`config.mk`:
```
export PLATFORM = sky130hd
export DESIGN_NAME = segment_range_read_mapper
export DESIGN_NICKNAME = d
export VERILOG_FILES = /design/src/rtl/srrm_pkg.sv /design/src/rtl/srrm_fifo.sv /design/src/rtl/srrm_engine.sv /design/src/rtl/segment_range_read_mapper.sv
export SDC_FILE = /design/constraint.sdc
export NUM_CORES = 2
export LEC_CHECK = 0
export ABC_CLOCK_PERIOD_IN_PS = 16300
export BUFFER_PORTS_ARGS = -buffer_cell sky130_fd_sc_hd__buf_4
export CORE_MARGIN = 3
export CORE_UTILIZATION = 55
export DETAILED_ROUTE_END_ITERATION = 16
export GPL_TIMING_DRIVEN = 0
export PLACE_DENSITY = 0.74
export REMOVE_ABC_BUFFERS = 1
export SYNTH_ARGS = -nofsm -noshare
export SYNTH_HDL_FRONTEND = slang
export SYNTH_HIERARCHICAL = 1
export SYNTH_SLANG_ARGS = --single-unit
```
`constraint.sdc`:
```
create_clock -name i_clk -period 16.3 [get_ports i_clk]
set_input_delay 1.63 -clock i_clk [delete_from_list [all_inputs] [get_ports i_clk]]
set_output_delay 1.63 -clock i_clk [all_outputs]
set_load 0.05 [all_outputs]
```
`src/rtl/srrm_pkg.sv`:
```
// Shared types and codes for the segment range read mapper.
package srrm_pkg;
    localparam logic [1:0] KIND_CHUNK   = 2'd0;
    localparam logic [1:0] KIND_SUMMARY = 2'd1;
    localparam logic [1:0] KIND_ADD_OK  = 2'd2;
    localparam logic [1:0] KIND_ADD_REJ = 2'd3;
    localparam logic       MODE_ADD     = 1'b0;
    localparam logic       MODE_READ    = 1'b1;
    localparam int         IN_BITS      = 48;
    localparam int         SLOT_BITS    = 4;

    // One transaction as it leaves the front queue
    typedef struct packed {
        logic                mode;
        logic [IN_BITS-1:0]  start_req;
        logic [IN_BITS-1:0]  length;
    } t_req;

    // One result transaction
    typedef struct packed {
        logic [1:0]            kind;
        logic [SLOT_BITS-1:0]  slot;
        logic [IN_BITS-1:0]    src_offset;
        logic [IN_BITS-1:0]    dst_offset;
        logic [IN_BITS-1:0]    chunk_length;
        logic                  needs_zero_fill;
        logic                  full_hit;
        logic                  last;
        logic [31:0]           read_count;
        logic [31:0]           hit_count;
        logic [31:0]           miss_count;
        logic [63:0]           bytes_served;
    } t_res;
endpackage

```
`src/rtl/srrm_fifo.sv`:
```
// Small register queue used between front and back and on the result side.
module srrm_fifo #(
    parameter int WIDTH = 8,
    parameter int DEPTH = 2
) (
    input  logic             i_clk,
    input  logic             i_rst_n,
    input  logic             i_push,
    input  logic [WIDTH-1:0] i_data,
    output logic             o_full,
    input  logic             i_pop,
    output logic             o_empty,
    output logic [WIDTH-1:0] o_data
);
    localparam int AW = (DEPTH > 1) ? $clog2(DEPTH) : 1;
    localparam int CW = $clog2(DEPTH + 1);

    logic [WIDTH-1:0] r_mem [DEPTH];
    logic [AW-1:0]    r_wp, r_rp;
    logic [CW-1:0]    r_cnt;
    logic             w_push, w_pop;

    assign o_full  = (r_cnt == CW'(DEPTH));
    assign o_empty = (r_cnt == '0);
    assign o_data  = r_mem[r_rp];
    assign w_push  = i_push && !o_full;
    assign w_pop   = i_pop && !o_empty;

    // storage
    always_ff @(posedge i_clk) begin
        if (w_push) begin
            r_mem[r_wp] <= i_data;
        end
    end

    // pointers and fill count
    always_ff @(posedge i_clk) begin
        if (!i_rst_n) begin
            r_wp  <= '0;
            r_rp  <= '0;
            r_cnt <= '0;
        end else begin
            if (w_push) begin
                r_wp <= (r_wp == AW'(DEPTH - 1)) ? '0 : r_wp + 1'b1;
            end
            if (w_pop) begin
                r_rp <= (r_rp == AW'(DEPTH - 1)) ? '0 : r_rp + 1'b1;
            end
            if (w_push && !w_pop) begin
                r_cnt <= r_cnt + 1'b1;
            end else if (!w_push && w_pop) begin
                r_cnt <= r_cnt - 1'b1;
            end
        end
    end
endmodule

```
`src/rtl/srrm_engine.sv`:
```
// Back end: segment table, insert sequencer and read walk sequencer.
module srrm_engine #(
    parameter int TABLE_DEPTH = 16,
    parameter int OFFSET_BITS = 48
) (
    input  logic            i_clk,
    input  logic            i_rst_n,
    input  logic            i_req_valid,
    input  srrm_pkg::t_req  i_req,
    output logic            o_req_take,
    output logic            o_res_valid,
    output srrm_pkg::t_res  o_res,
    input  logic            i_res_full
);
    localparam int IW = $clog2(TABLE_DEPTH);
    localparam int CW = $clog2(TABLE_DEPTH + 1);
    localparam int OB = OFFSET_BITS;
    localparam int W  = srrm_pkg::IN_BITS;
    localparam logic [OB-1:0] OMAX = '1;

    localparam logic [2:0] ST_IDLE   = 3'd0;
    localparam logic [2:0] ST_FIND   = 3'd1;
    localparam logic [2:0] ST_SHIFT  = 3'd2;
    localparam logic [2:0] ST_WALK   = 3'd3;
    localparam logic [2:0] ST_CHUNK  = 3'd4;
    localparam logic [2:0] ST_SUM    = 3'd5;

    logic [OB-1:0]                 r_est [TABLE_DEPTH];
    logic [OB-1:0]                 r_elen [TABLE_DEPTH];
    logic [srrm_pkg::SLOT_BITS-1:0] r_eslot [TABLE_DEPTH];
    logic [CW-1:0]  r_cnt;
    logic [31:0]    r_reads, r_hits, r_miss;
    logic [63:0]    r_served;
    logic [2:0]     r_st;
    logic           r_mode;
    logic [OB-1:0]  r_start, r_len, r_end, r_copied;
    logic [CW-1:0]  r_idx;
    logic [OB-1:0]  r_lo, r_hi, r_s0;
    logic [srrm_pkg::SLOT_BITS-1:0] r_cslot;

    logic [IW-1:0]  w_ix;
    logic [OB-1:0]  w_s, w_l, w_e0, w_in_s, w_in_l;
    logic [OB:0]    w_sum;
    logic           w_in_rng;
    srrm_pkg::t_res w_res;

    assign w_ix     = r_idx[IW-1:0];
    assign w_in_rng = (r_idx < r_cnt);
    assign w_s      = r_est[w_ix];
    assign w_l      = r_elen[w_ix];
    assign w_sum    = {1'b0, w_s} + {1'b0, w_l};
    assign w_e0     = w_sum[OB] ? OMAX : w_sum[OB-1:0];
    assign w_in_s   = OB'(i_req.start_req);
    assign w_in_l   = OB'(i_req.length);

    assign o_req_take = (r_st == ST_IDLE) && i_req_valid;

    // result build
    always_comb begin
        w_res = '0;
        o_res_valid = 1'b0;
        case (r_st)
            ST_CHUNK: begin
                o_res_valid        = 1'b1;
                w_res.kind         = srrm_pkg::KIND_CHUNK;
                w_res.slot         = r_cslot;
                w_res.src_offset   = W'(r_lo - r_s0);
                w_res.dst_offset   = W'(r_lo - r_start);
                w_res.chunk_length = W'(r_hi - r_lo);
            end
            ST_SUM: begin
                o_res_valid = 1'b1;
                w_res.last  = 1'b1;
                if (r_mode == srrm_pkg::MODE_ADD) begin
                    if (r_cnt == CW'(TABLE_DEPTH)) begin
                        w_res.kind = srrm_pkg::KIND_ADD_REJ;
                    end else begin
                        w_res.kind = srrm_pkg::KIND_ADD_OK;
                        w_res.slot = srrm_pkg::SLOT_BITS'(r_cnt);
                    end
                end else begin
                    w_res.kind            = srrm_pkg::KIND_SUMMARY;
                    w_res.chunk_length    = W'(r_copied);
                    w_res.needs_zero_fill = (r_copied < r_len);
                    w_res.full_hit        = (r_len != '0) && (r_copied == r_len);
                    w_res.read_count      = r_reads;
                    w_res.hit_count       = r_hits;
                    w_res.miss_count      = r_miss;
                    w_res.bytes_served    = r_served;
                end
            end
            default: begin
            end
        endcase
    end
    assign o_res = w_res;

    // table storage: insert shifts one entry up per cycle from the top
    always_ff @(posedge i_clk) begin
        if (r_st == ST_SHIFT) begin
            if (r_idx > r_lo[CW-1:0]) begin
                r_est[w_ix]   <= r_est[IW'(r_idx - 1'b1)];
                r_elen[w_ix]  <= r_elen[IW'(r_idx - 1'b1)];
                r_eslot[w_ix] <= r_eslot[IW'(r_idx - 1'b1)];
            end else begin
                r_est[w_ix]   <= r_start;
                r_elen[w_ix]  <= r_len;
                r_eslot[w_ix] <= srrm_pkg::SLOT_BITS'(r_cnt);
            end
        end
    end

    // sequencer
    always_ff @(posedge i_clk) begin
        if (!i_rst_n) begin
            r_st     <= ST_IDLE;
            r_cnt    <= '0;
            r_reads  <= '0;
            r_hits   <= '0;
            r_miss   <= '0;
            r_served <= '0;
        end else begin
            case (r_st)
                ST_IDLE: begin
                    if (i_req_valid) begin
                        r_mode   <= i_req.mode;
                        r_start  <= w_in_s;
                        r_len    <= w_in_l;
                        r_end    <= (({1'b0, w_in_s} + {1'b0, w_in_l}) > {1'b0, OMAX})
                                    ? OMAX : w_in_s + w_in_l;
                        r_copied <= '0;
                        r_idx    <= '0;
                        r_lo     <= '0;
                        if (i_req.mode == srrm_pkg::MODE_ADD) begin
                            r_st <= (r_cnt == CW'(TABLE_DEPTH)) ? ST_SUM : ST_FIND;
                        end else begin
                            r_reads <= r_reads + 1'b1;
                            r_st    <= (w_in_l == '0) ? ST_SUM : ST_FIND;
                        end
                    end
                end
                ST_FIND: begin
                    // count entries with start <= key, one per cycle
                    if (w_in_rng && w_s <= r_start) begin
                        r_idx <= r_idx + 1'b1;
                    end else if (r_mode == srrm_pkg::MODE_ADD) begin
                        r_lo  <= OB'(r_idx);
                        r_idx <= r_cnt;
                        r_st  <= ST_SHIFT;
                    end else begin
                        if (r_idx != '0) begin
                            r_idx <= r_idx - 1'b1;
                        end
                        r_st <= ST_WALK;
                    end
                end
                ST_SHIFT: begin
                    if (r_idx > r_lo[CW-1:0]) begin
                        r_idx <= r_idx - 1'b1;
                    end else begin
                        r_st <= ST_SUM;
                    end
                end
                ST_WALK: begin
                    if (w_in_rng && w_s < r_end) begin
                        r_idx <= r_idx + 1'b1;
                        if (w_e0 > r_start) begin
                            r_lo    <= (w_s > r_start) ? w_s : r_start;
                            r_hi    <= (w_e0 < r_end) ? w_e0 : r_end;
                            r_s0    <= w_s;
                            r_cslot <= r_eslot[w_ix];
                            if (((w_e0 < r_end) ? w_e0 : r_end) >
                                ((w_s > r_start) ? w_s : r_start)) begin
                                r_st <= ST_CHUNK;
                            end
                        end
                    end else begin
                        if (r_copied == r_len) begin
                            r_hits <= r_hits + 1'b1;
                        end else begin
                            r_miss <= r_miss + 1'b1;
                        end
                        r_served <= r_served + 64'(r_copied);
                        r_st     <= ST_SUM;
                    end
                end
                ST_CHUNK: begin
                    if (!i_res_full) begin
                        r_copied <= r_copied + (r_hi - r_lo);
                        r_st     <= ST_WALK;
                    end
                end
                ST_SUM: begin
                    if (!i_res_full) begin
                        if (r_mode == srrm_pkg::MODE_ADD && r_cnt != CW'(TABLE_DEPTH)) begin
                            r_cnt <= r_cnt + 1'b1;
                        end
                        r_st <= ST_IDLE;
                    end
                end
                default: r_st <= ST_IDLE;
            endcase
        end
    end
endmodule

```
`src/rtl/segment_range_read_mapper.sv`:
```
// Segment range read mapper: an input queue feeds a table sequencer that writes to a
// result queue. An add is taken, then searched for its position at one entry per cycle,
// shifted into the table at one entry per cycle and answered with one result; a rejected
// add or a zero-length read goes straight from being taken to its result. A read is taken,
// searched for its position, then the walk sequencer visits the table entries one at a time,
// giving one chunk result per overlap, and a summary result ends it. A full result queue
// stalls the sequencer. Input and result queues let both sides stall freely.
module segment_range_read_mapper #(
    parameter int TABLE_DEPTH = 16,
    parameter int OFFSET_BITS = 48
) (
    input  logic        i_clk,
    input  logic        i_rst_n,
    input  logic        push,
    output logic        full,
    input  logic        i_mode,
    input  logic [47:0] i_start_req,
    input  logic [47:0] i_length,
    output logic        empty,
    input  logic        pop,
    output logic [1:0]  o_kind,
    output logic [3:0]  o_slot,
    output logic [47:0] o_src_offset,
    output logic [47:0] o_dst_offset,
    output logic [47:0] o_chunk_length,
    output logic        o_needs_zero_fill,
    output logic        o_full_hit,
    output logic        o_last,
    output logic [31:0] o_read_count,
    output logic [31:0] o_hit_count,
    output logic [31:0] o_miss_count,
    output logic [63:0] o_bytes_served
);
    localparam int RW = $bits(srrm_pkg::t_req);
    localparam int SW = $bits(srrm_pkg::t_res);

    srrm_pkg::t_req w_in, w_req;
    srrm_pkg::t_res w_res, w_out;
    logic           w_req_empty, w_take, w_res_valid, w_res_full;

    assign w_in.mode      = i_mode;
    assign w_in.start_req = i_start_req;
    assign w_in.length    = i_length;

    // front queue
    srrm_fifo #(.WIDTH(RW), .DEPTH(2)) u_front (
        .i_clk(i_clk), .i_rst_n(i_rst_n),
        .i_push(push), .i_data(w_in), .o_full(full),
        .i_pop(w_take), .o_empty(w_req_empty), .o_data(w_req)
    );

    srrm_engine #(.TABLE_DEPTH(TABLE_DEPTH), .OFFSET_BITS(OFFSET_BITS)) u_engine (
        .i_clk(i_clk), .i_rst_n(i_rst_n),
        .i_req_valid(!w_req_empty), .i_req(w_req), .o_req_take(w_take),
        .o_res_valid(w_res_valid), .o_res(w_res), .i_res_full(w_res_full)
    );

    // result queue
    srrm_fifo #(.WIDTH(SW), .DEPTH(2)) u_back (
        .i_clk(i_clk), .i_rst_n(i_rst_n),
        .i_push(w_res_valid), .i_data(w_res), .o_full(w_res_full),
        .i_pop(pop), .o_empty(empty), .o_data(w_out)
    );

    assign o_kind            = w_out.kind;
    assign o_slot            = w_out.slot;
    assign o_src_offset      = w_out.src_offset;
    assign o_dst_offset      = w_out.dst_offset;
    assign o_chunk_length    = w_out.chunk_length;
    assign o_needs_zero_fill = w_out.needs_zero_fill;
    assign o_full_hit        = w_out.full_hit;
    assign o_last            = w_out.last;
    assign o_read_count      = w_out.read_count;
    assign o_hit_count       = w_out.hit_count;
    assign o_miss_count      = w_out.miss_count;
    assign o_bytes_served    = w_out.bytes_served;
endmodule

```
# After elaboration in Yosys (flattened, before gate mapping)
# Memories as Yosys holds them, arrays and structs flattened. A register that Yosys moved wholly into a read port is not among the register bits.
# Index checks and enable logic that the tools add are counted.
# totals
word_cells,201
ram_bits,2420
input_bits,101
memories,5
regBits,518
out_inout_bits,315
# classes
n_reduce_logical,44
bitwise_logic,8
n_eq_ne,22
magnitude_cmp,10
add_sub_neg,22
muxes,69
# mem_list
name,depth,width,read_ports,rd_ports_with_merged_regs,wr,line,text
u_engine.r_elen,16,48,2,1,1,srrm_engine.sv:29,logic [OB-1:0] r_elen [TABLE_DEPTH];
u_engine.r_est,16,48,2,1,1,srrm_engine.sv:28,logic [OB-1:0] r_est [TABLE_DEPTH];
u_back.r_mem,2,313,1,1,1,srrm_fifo.sv:18,logic [WIDTH-1:0] r_mem [DEPTH];
u_front.r_mem,2,97,1,1,1,srrm_fifo.sv:18,
u_engine.r_eslot,16,4,2,1,1,srrm_engine.sv:30,logic [srrm_pkg::SLOT_BITS-1:0] r_eslot [TABLE_DEPTH];
# op_table
op,n
48-bit 2-to-1 mux,11
48-bit case mux with 2 select lines,2
163-bit 2-to-1 mux,1
160-bit 2-to-1 mux,1
48-bit greater-than comparator,3
48-bit less-than comparator,3
48-bit case mux with 3 select lines,1
48-bit subtractor,3
48-bit by 48-bit adder with 49-bit output,2
"32-bit by 1-bit adder with 32-bit output, second input constant",3
48-bit adder,2
96-bit 2-to-1 mux,1
64-bit by 48-bit adder with 64-bit output,1
50-bit 2-to-1 mux,1
"49-bit by 48-bit greater-than comparator with 1-bit output, second input constant",1
48-bit == test,1
48-bit less-or-equal comparator,1
48-bit logical NOT,1
48-bit nonzero test,1
3-bit 2-to-1 mux,11
5-bit 2-to-1 mux,6
1-bit 2-to-1 mux,21
4-bit 2-to-1 mux,5
5-bit case mux with 4 select lines,1
other kinds (36),91

# Depth between registers and ports, before layout
# logic_depth
ltp_word,9
mapped_depth,46
mapped_depth_nobuf,38

# Hierarchy
# The synthesis kept the hierarchy.
# modules_own_cells
module,instances,cells_each,area_each_um2,seq_area_each_um2
srrm_engine,1,8274,119189.3,61879.3
srrm_fifo at u_back,1,999,23939.2,18898.1
srrm_fifo at u_front,1,327,7350.8,5925.7
segment_range_read_mapper,1,1,3.8,0.0

# Least setup slack after synthesis
# No wires, ideal clock.
# synth_timing
path_type,in2reg
start,input i_rst_n
end,register u_engine.r_end[0] (enable)
cell_stages,4
setup_slack_ns,-0.599
setup_time_ns,1.005
t_required_ns,15.295
t_arrival_ns,15.894
cell_sequence,clkbuf_1 > inv_2 > clkbuf_1 > nor4_1
# synth_via
elab_chain_cells,1
# synth_rtl
item,line,text
from (decl),segment_range_read_mapper.sv:13,"input logic i_rst_n,"
3-bit AND reduction (no source line),--,
to (signal assigned),srrm_engine.sv:129,"r_end <= (({1'b0, w_in_s} + {1'b0, w_in_l}) > {1'b0, OMAX})"
to (decl),srrm_engine.sv:36,"logic [OB-1:0] r_start, r_len, r_end, r_copied;"
# Every way passes these cells.
# A chain may end at the register's enable or synchronous reset.

==> insert_results.sql <==
INSERT INTO impl_metrics (metric_group, metric, value, unit) VALUES
('status', 'outcome', 'finished, final reports clean', ''),
('grt', 'grt_pass1_wl', '640000', 'µm'),
('cts', 'clock_sinks', '2948', ''),
('timing', 'worst_clock_skew', '78.5', 'ps'),
('cts', 'h_tree_levels', '5', ''),
('timing', 'finalMaxSlewViolations', '0', ''),
('synthesis', 'synth.distinct_cells', '99', ''),
('grt', 'grt_max_degree', '98', ''),
('timing', 'final.min_clock_period', '13350', 'ps'),
('layout', 'drive_above_1_share', '26.8', '%'),
('synthesis', 'mean_cell_area_of_the_mapped_netlist', '15.7', 'µm²'),
('layout', 'final_net_count', '10891', ''),
('floorplanning', 'die_w', '529', 'µm'),
('min_path', 'hold_path_startpoint', 'u_engine/r_served[44]$_SDFFE_PN0P_', ''),
('grt', 'first_global_vias', '94705', ''),
('worst_setup_path', 'cp.arrival', '14120', 'ps'),
('synthesis', 'synth_edf_count', '2766', ''),
('synthesis', 'syn-instance-count', '9601', ''),
('cts', 'ctsResizeCount', '0', ''),
('placement', 'place.port_buffers', '415', ''),
('synthesis', 'async_reset_ff_share', '0', '%'),
('worst_setup_path', 'cpMaxStageDelayCell', 'o31ai_1', ''),
('worst_setup_path', 'crit_fanout', '41', ''),
('worst_setup_path', 'rr_worst_depth', '35', ''),
('synthesis', 'dominantRegCellSynth', 'edfxtp_1', ''),
('synthesis', 'synth_top_cells_by_area', 'edfxtp_1 (55%), mux4_2 (15%), ha_1 (5.3%), mux2_4 (3.0%), dfxtp_1 (2.4%)', ''),
('floorplanning', 'ios', '416', ''),
('floorplanning', 'floorplan.die_area', '0.280', 'mm²'),
('min_path', 'min-delay-path-class', 'reg2reg', ''),
('flow_run', 'max_capacitance_violation_count', '0', ''),
('synthesis', 'synth.ff_latch_count', '2948', ''),
('min_path', 'hold_path_depth', '2', ''),
('drt', 'drt_drc_violations_left', '0', ''),
('cts', 'clkLatencyLatePin', '900', 'ps'),
('floorplanning', 'dieHeight', '529', 'µm'),
('drt', 'detail-route-antenna-nets', '0', ''),
('cts', 'clkTransAtPathRegs', '60', 'ps'),
('cts', 'cts_made_buffers', '314', ''),
('drt', 'drt_pass1_iterations', '6', ''),
('drt', 'num_vias', '94951', ''),
('layout', 'commonest_non_fill_non_tap_cell_in_the_layout', 'edfxtp_1', ''),
('worst_setup_path', 'timing.rr.end', 'u_engine/r_st[0]$_SDFFE_PN0P_', ''),
('synthesis', 'synth_top_area_share', '55.2', '%'),
('layout', 'layout_common_cells', 'edfxtp_1 (2766), mux4_2 (1000), ha_1 (638)', ''),
('worst_setup_path', 'r2r_slack', '2950', 'ps'),
('placement', 'dpl_wire_length', '310000', 'µm'),
('cts', 'clock_tree.buffer_depth', '4', ''),
('synthesis', 'synth_top_cell_by_area', 'edfxtp_1', ''),
('worst_setup_path', 'cp-end-kind', 'flip-flop', ''),
('timing', 'finalCritPeriodShare', '81.9', '%'),
('drt', 'drtIter0Drc', '11797', ''),
('timing', 'slew_headroom', '12.1', '%'),
('layout', 'area.growth.synth_to_final', '14.4', '%'),
('placement', 'routabilityCongestion', '0.983', ''),
('synthesis', 'fraction_of_the_yosys_area_taken_by_sequential_cells', '57.6', '%'),
('worst_setup_path', 'criticalPathCategory', 'reg2reg', ''),
('floorplanning', 'initial_core_util', '55.4', '%'),
('drt', 'post_route_wl', '441000', 'µm'),
('floorplanning', 'core_area', '0.271', 'mm²'),
('min_path', 'worst_hold_path.endpoint', 'u_engine/r_served[44]$_SDFFE_PN0P_', ''),
('timing', 'grt_setup_unrepaired', 'false', ''),
('timing', 'final_hold_violation_count', '0', ''),
('timing', 'finalSetupViolCount', '0', ''),
('cts', 'cts_tree', 'yes', ''),
('worst_setup_path', 'crit_path_max_incr_delay', '1060', 'ps'),
('cts', 'cts_setup_buffers', '0', ''),
('synthesis', 'syn_area', '0.150', 'mm²'),
('grt', 'grt_overflow_total', '0', ''),
('synthesis', 'synth.yosys.warnings', '6', ''),
('grt', 'groute.usage.overall', '31.2', '%'),
('grt', 'number_of_antenna_violations_at_the_first_check_in_global_routing', '22', ''),
('worst_setup_path', 'worstSetupStartpointType', 'flip-flop', ''),
('drt', 'viasPerCell', '6.80', ''),
('timing', 'timing.fmax', '74.9', 'MHz'),
('drt', 'routed_wire_length_per_instance', '31.5', 'µm'),
('timing', 'worst-slew-pin-transition', '1320', 'ps'),
('timing', 'fin_tns_setup', '0', 'ps'),
('floorplanning', 'fp-row-count', '191', ''),
('cts', 'holdBufCountCts', '0', ''),
('worst_setup_path', 'critical_path_required', '17060', 'ps'),
('cts', 'ctsRootBufferMaster', 'clkbuf_16', '');
-- registers in the layout (all words and copies together), names as in the netlist, 48 cells and up, named ones only --
| name | flops |
|---|---|
| u_engine/r_start | 48 |
| u_engine/r_lo | 48 |
| u_engine/r_hi | 48 |
| u_engine/r_elen | 768 |
| u_engine/r_s0 | 48 |
| u_engine/r_est | 768 |
| u_engine/r_len | 48 |
| u_engine/r_copied | 48 |
| u_engine/r_end | 48 |
| u_engine/r_served | 64 |
| u_back/r_mem | 626 |
| u_engine/r_eslot | 64 |
| u_front/r_mem | 194 |
-- logic make-up (layout without fill, tap and decap cells) --
logic type	Yosys count	after routing	share of synthesized area, %
multiplexers	1635	1635	20.4
XOR/XNOR	394	394	2.29
AND/OR/NAND/NOR	1734	1734	5.75
other	0	12	0
flip-flops	2948	2948	57.6
AO/OA/AOI/OAI	1442	1442	6.32
buffers and inverters	802	1586	2.21
adder cells (fa/ha/maj)	646	646	5.41
-- synth_stat cells (all sizes together), types with 58 or more instances --
master	n
a21o	276
a21oi	420
and2	223
and3	64
buf	145
clkbuf	298
dfxtp	182
edfxtp	2766
ha	639
inv	359
mux2	561
mux2i	74
mux4	1000
nand2	360
nand2b	63
nand3	118
nand4	116
nor2	491
nor2b	63
nor3	77
o21a	77
o21ai	230
o21bai	58
xnor2	216
xor2	178
-- how the worst max path moves through the flow --
| stage | end | slack [ps] | cells after the start |
|---|---|---|---|
| 4_1_cts | u_engine/r_st[0]$_SDFFE_PN0P_ | 3010 | 37 |
| 6_report | u_engine/r_st[0]$_SDFFE_PN0P_ | 2950 | 35 |
| 5_1_grt | u_engine/r_st[0]$_SDFFE_PN0P_ | 2590 | 37 |
| 3_5_place_dp | u_engine/r_st[0]$_SDFFE_PN0P_ | 3050 | 39 |
| 2_1_floorplan | u_engine/r_elen[0][0]$_DFFE_PP_ | -12890 | 5 |
| 3_3_place_gp | u_engine/r_est[4][40]$_DFFE_PP_ | -34030 | 5 |
-- layout make-up --
cell class,instances,area [µm²]
Antenna cell,12,30.0
Multi-Input combinational cell,5851,60700
Timing Repair Buffer,670,8610
Clock buffer,382,8240
Inverter,359,1350
Tap cell,3570,4470
Clock inverter,175,2020
Fill cell,18551,99400
Sequential cell,2948,86700
-- routing by layer --
layer	wire, µm	up-vias	GRT usage (%)
li1	-	39458	-
met1	160000	48002	41.4
met2	201000	6385	48.1
met3	57200	1096	8.98
met4	22700	10	13.5
met5	80	-	0
-- worst max-delay path, delay by kind of cell (launching register included) --
kind	cells	cell delay, ps
AND/OR/NAND/NOR	13	4570
AO/OA/AOI/OAI	11	3600
multiplexers	3	1660
buffers and inverters	4	1260
adder cells (fa/ha/maj)	3	1120
flip-flops	1	680
XOR/XNOR	1	130
-- through the flow --
| step | setup WS (ps) | std cells | instance area [µm²] | hold slack (ps) | util, % |
|---|---|---|---|---|---|
| 6_report | 2950 | 13967 | 172000 | 483 | 63.4 |
| 5_1_grt | 2590 | 13959 | 172000 | 513 | 63.4 |
| 4_1_cts | 3010 | 13955 | 172000 | 481 | 63.4 |
| 3_5_place_dp | 3050 | 13398 | 162000 | 475 | 59.6 |
| 3_3_place_gp | -34030 | 13143 | 156000 | 472 | 57.5 |
| 2_1_floorplan | -12890 | 9158 | 148000 | 445 | - |
Power is not shown: default switching activity piles up to over one toggle a cycle in this logic, so the estimate is an artifact.
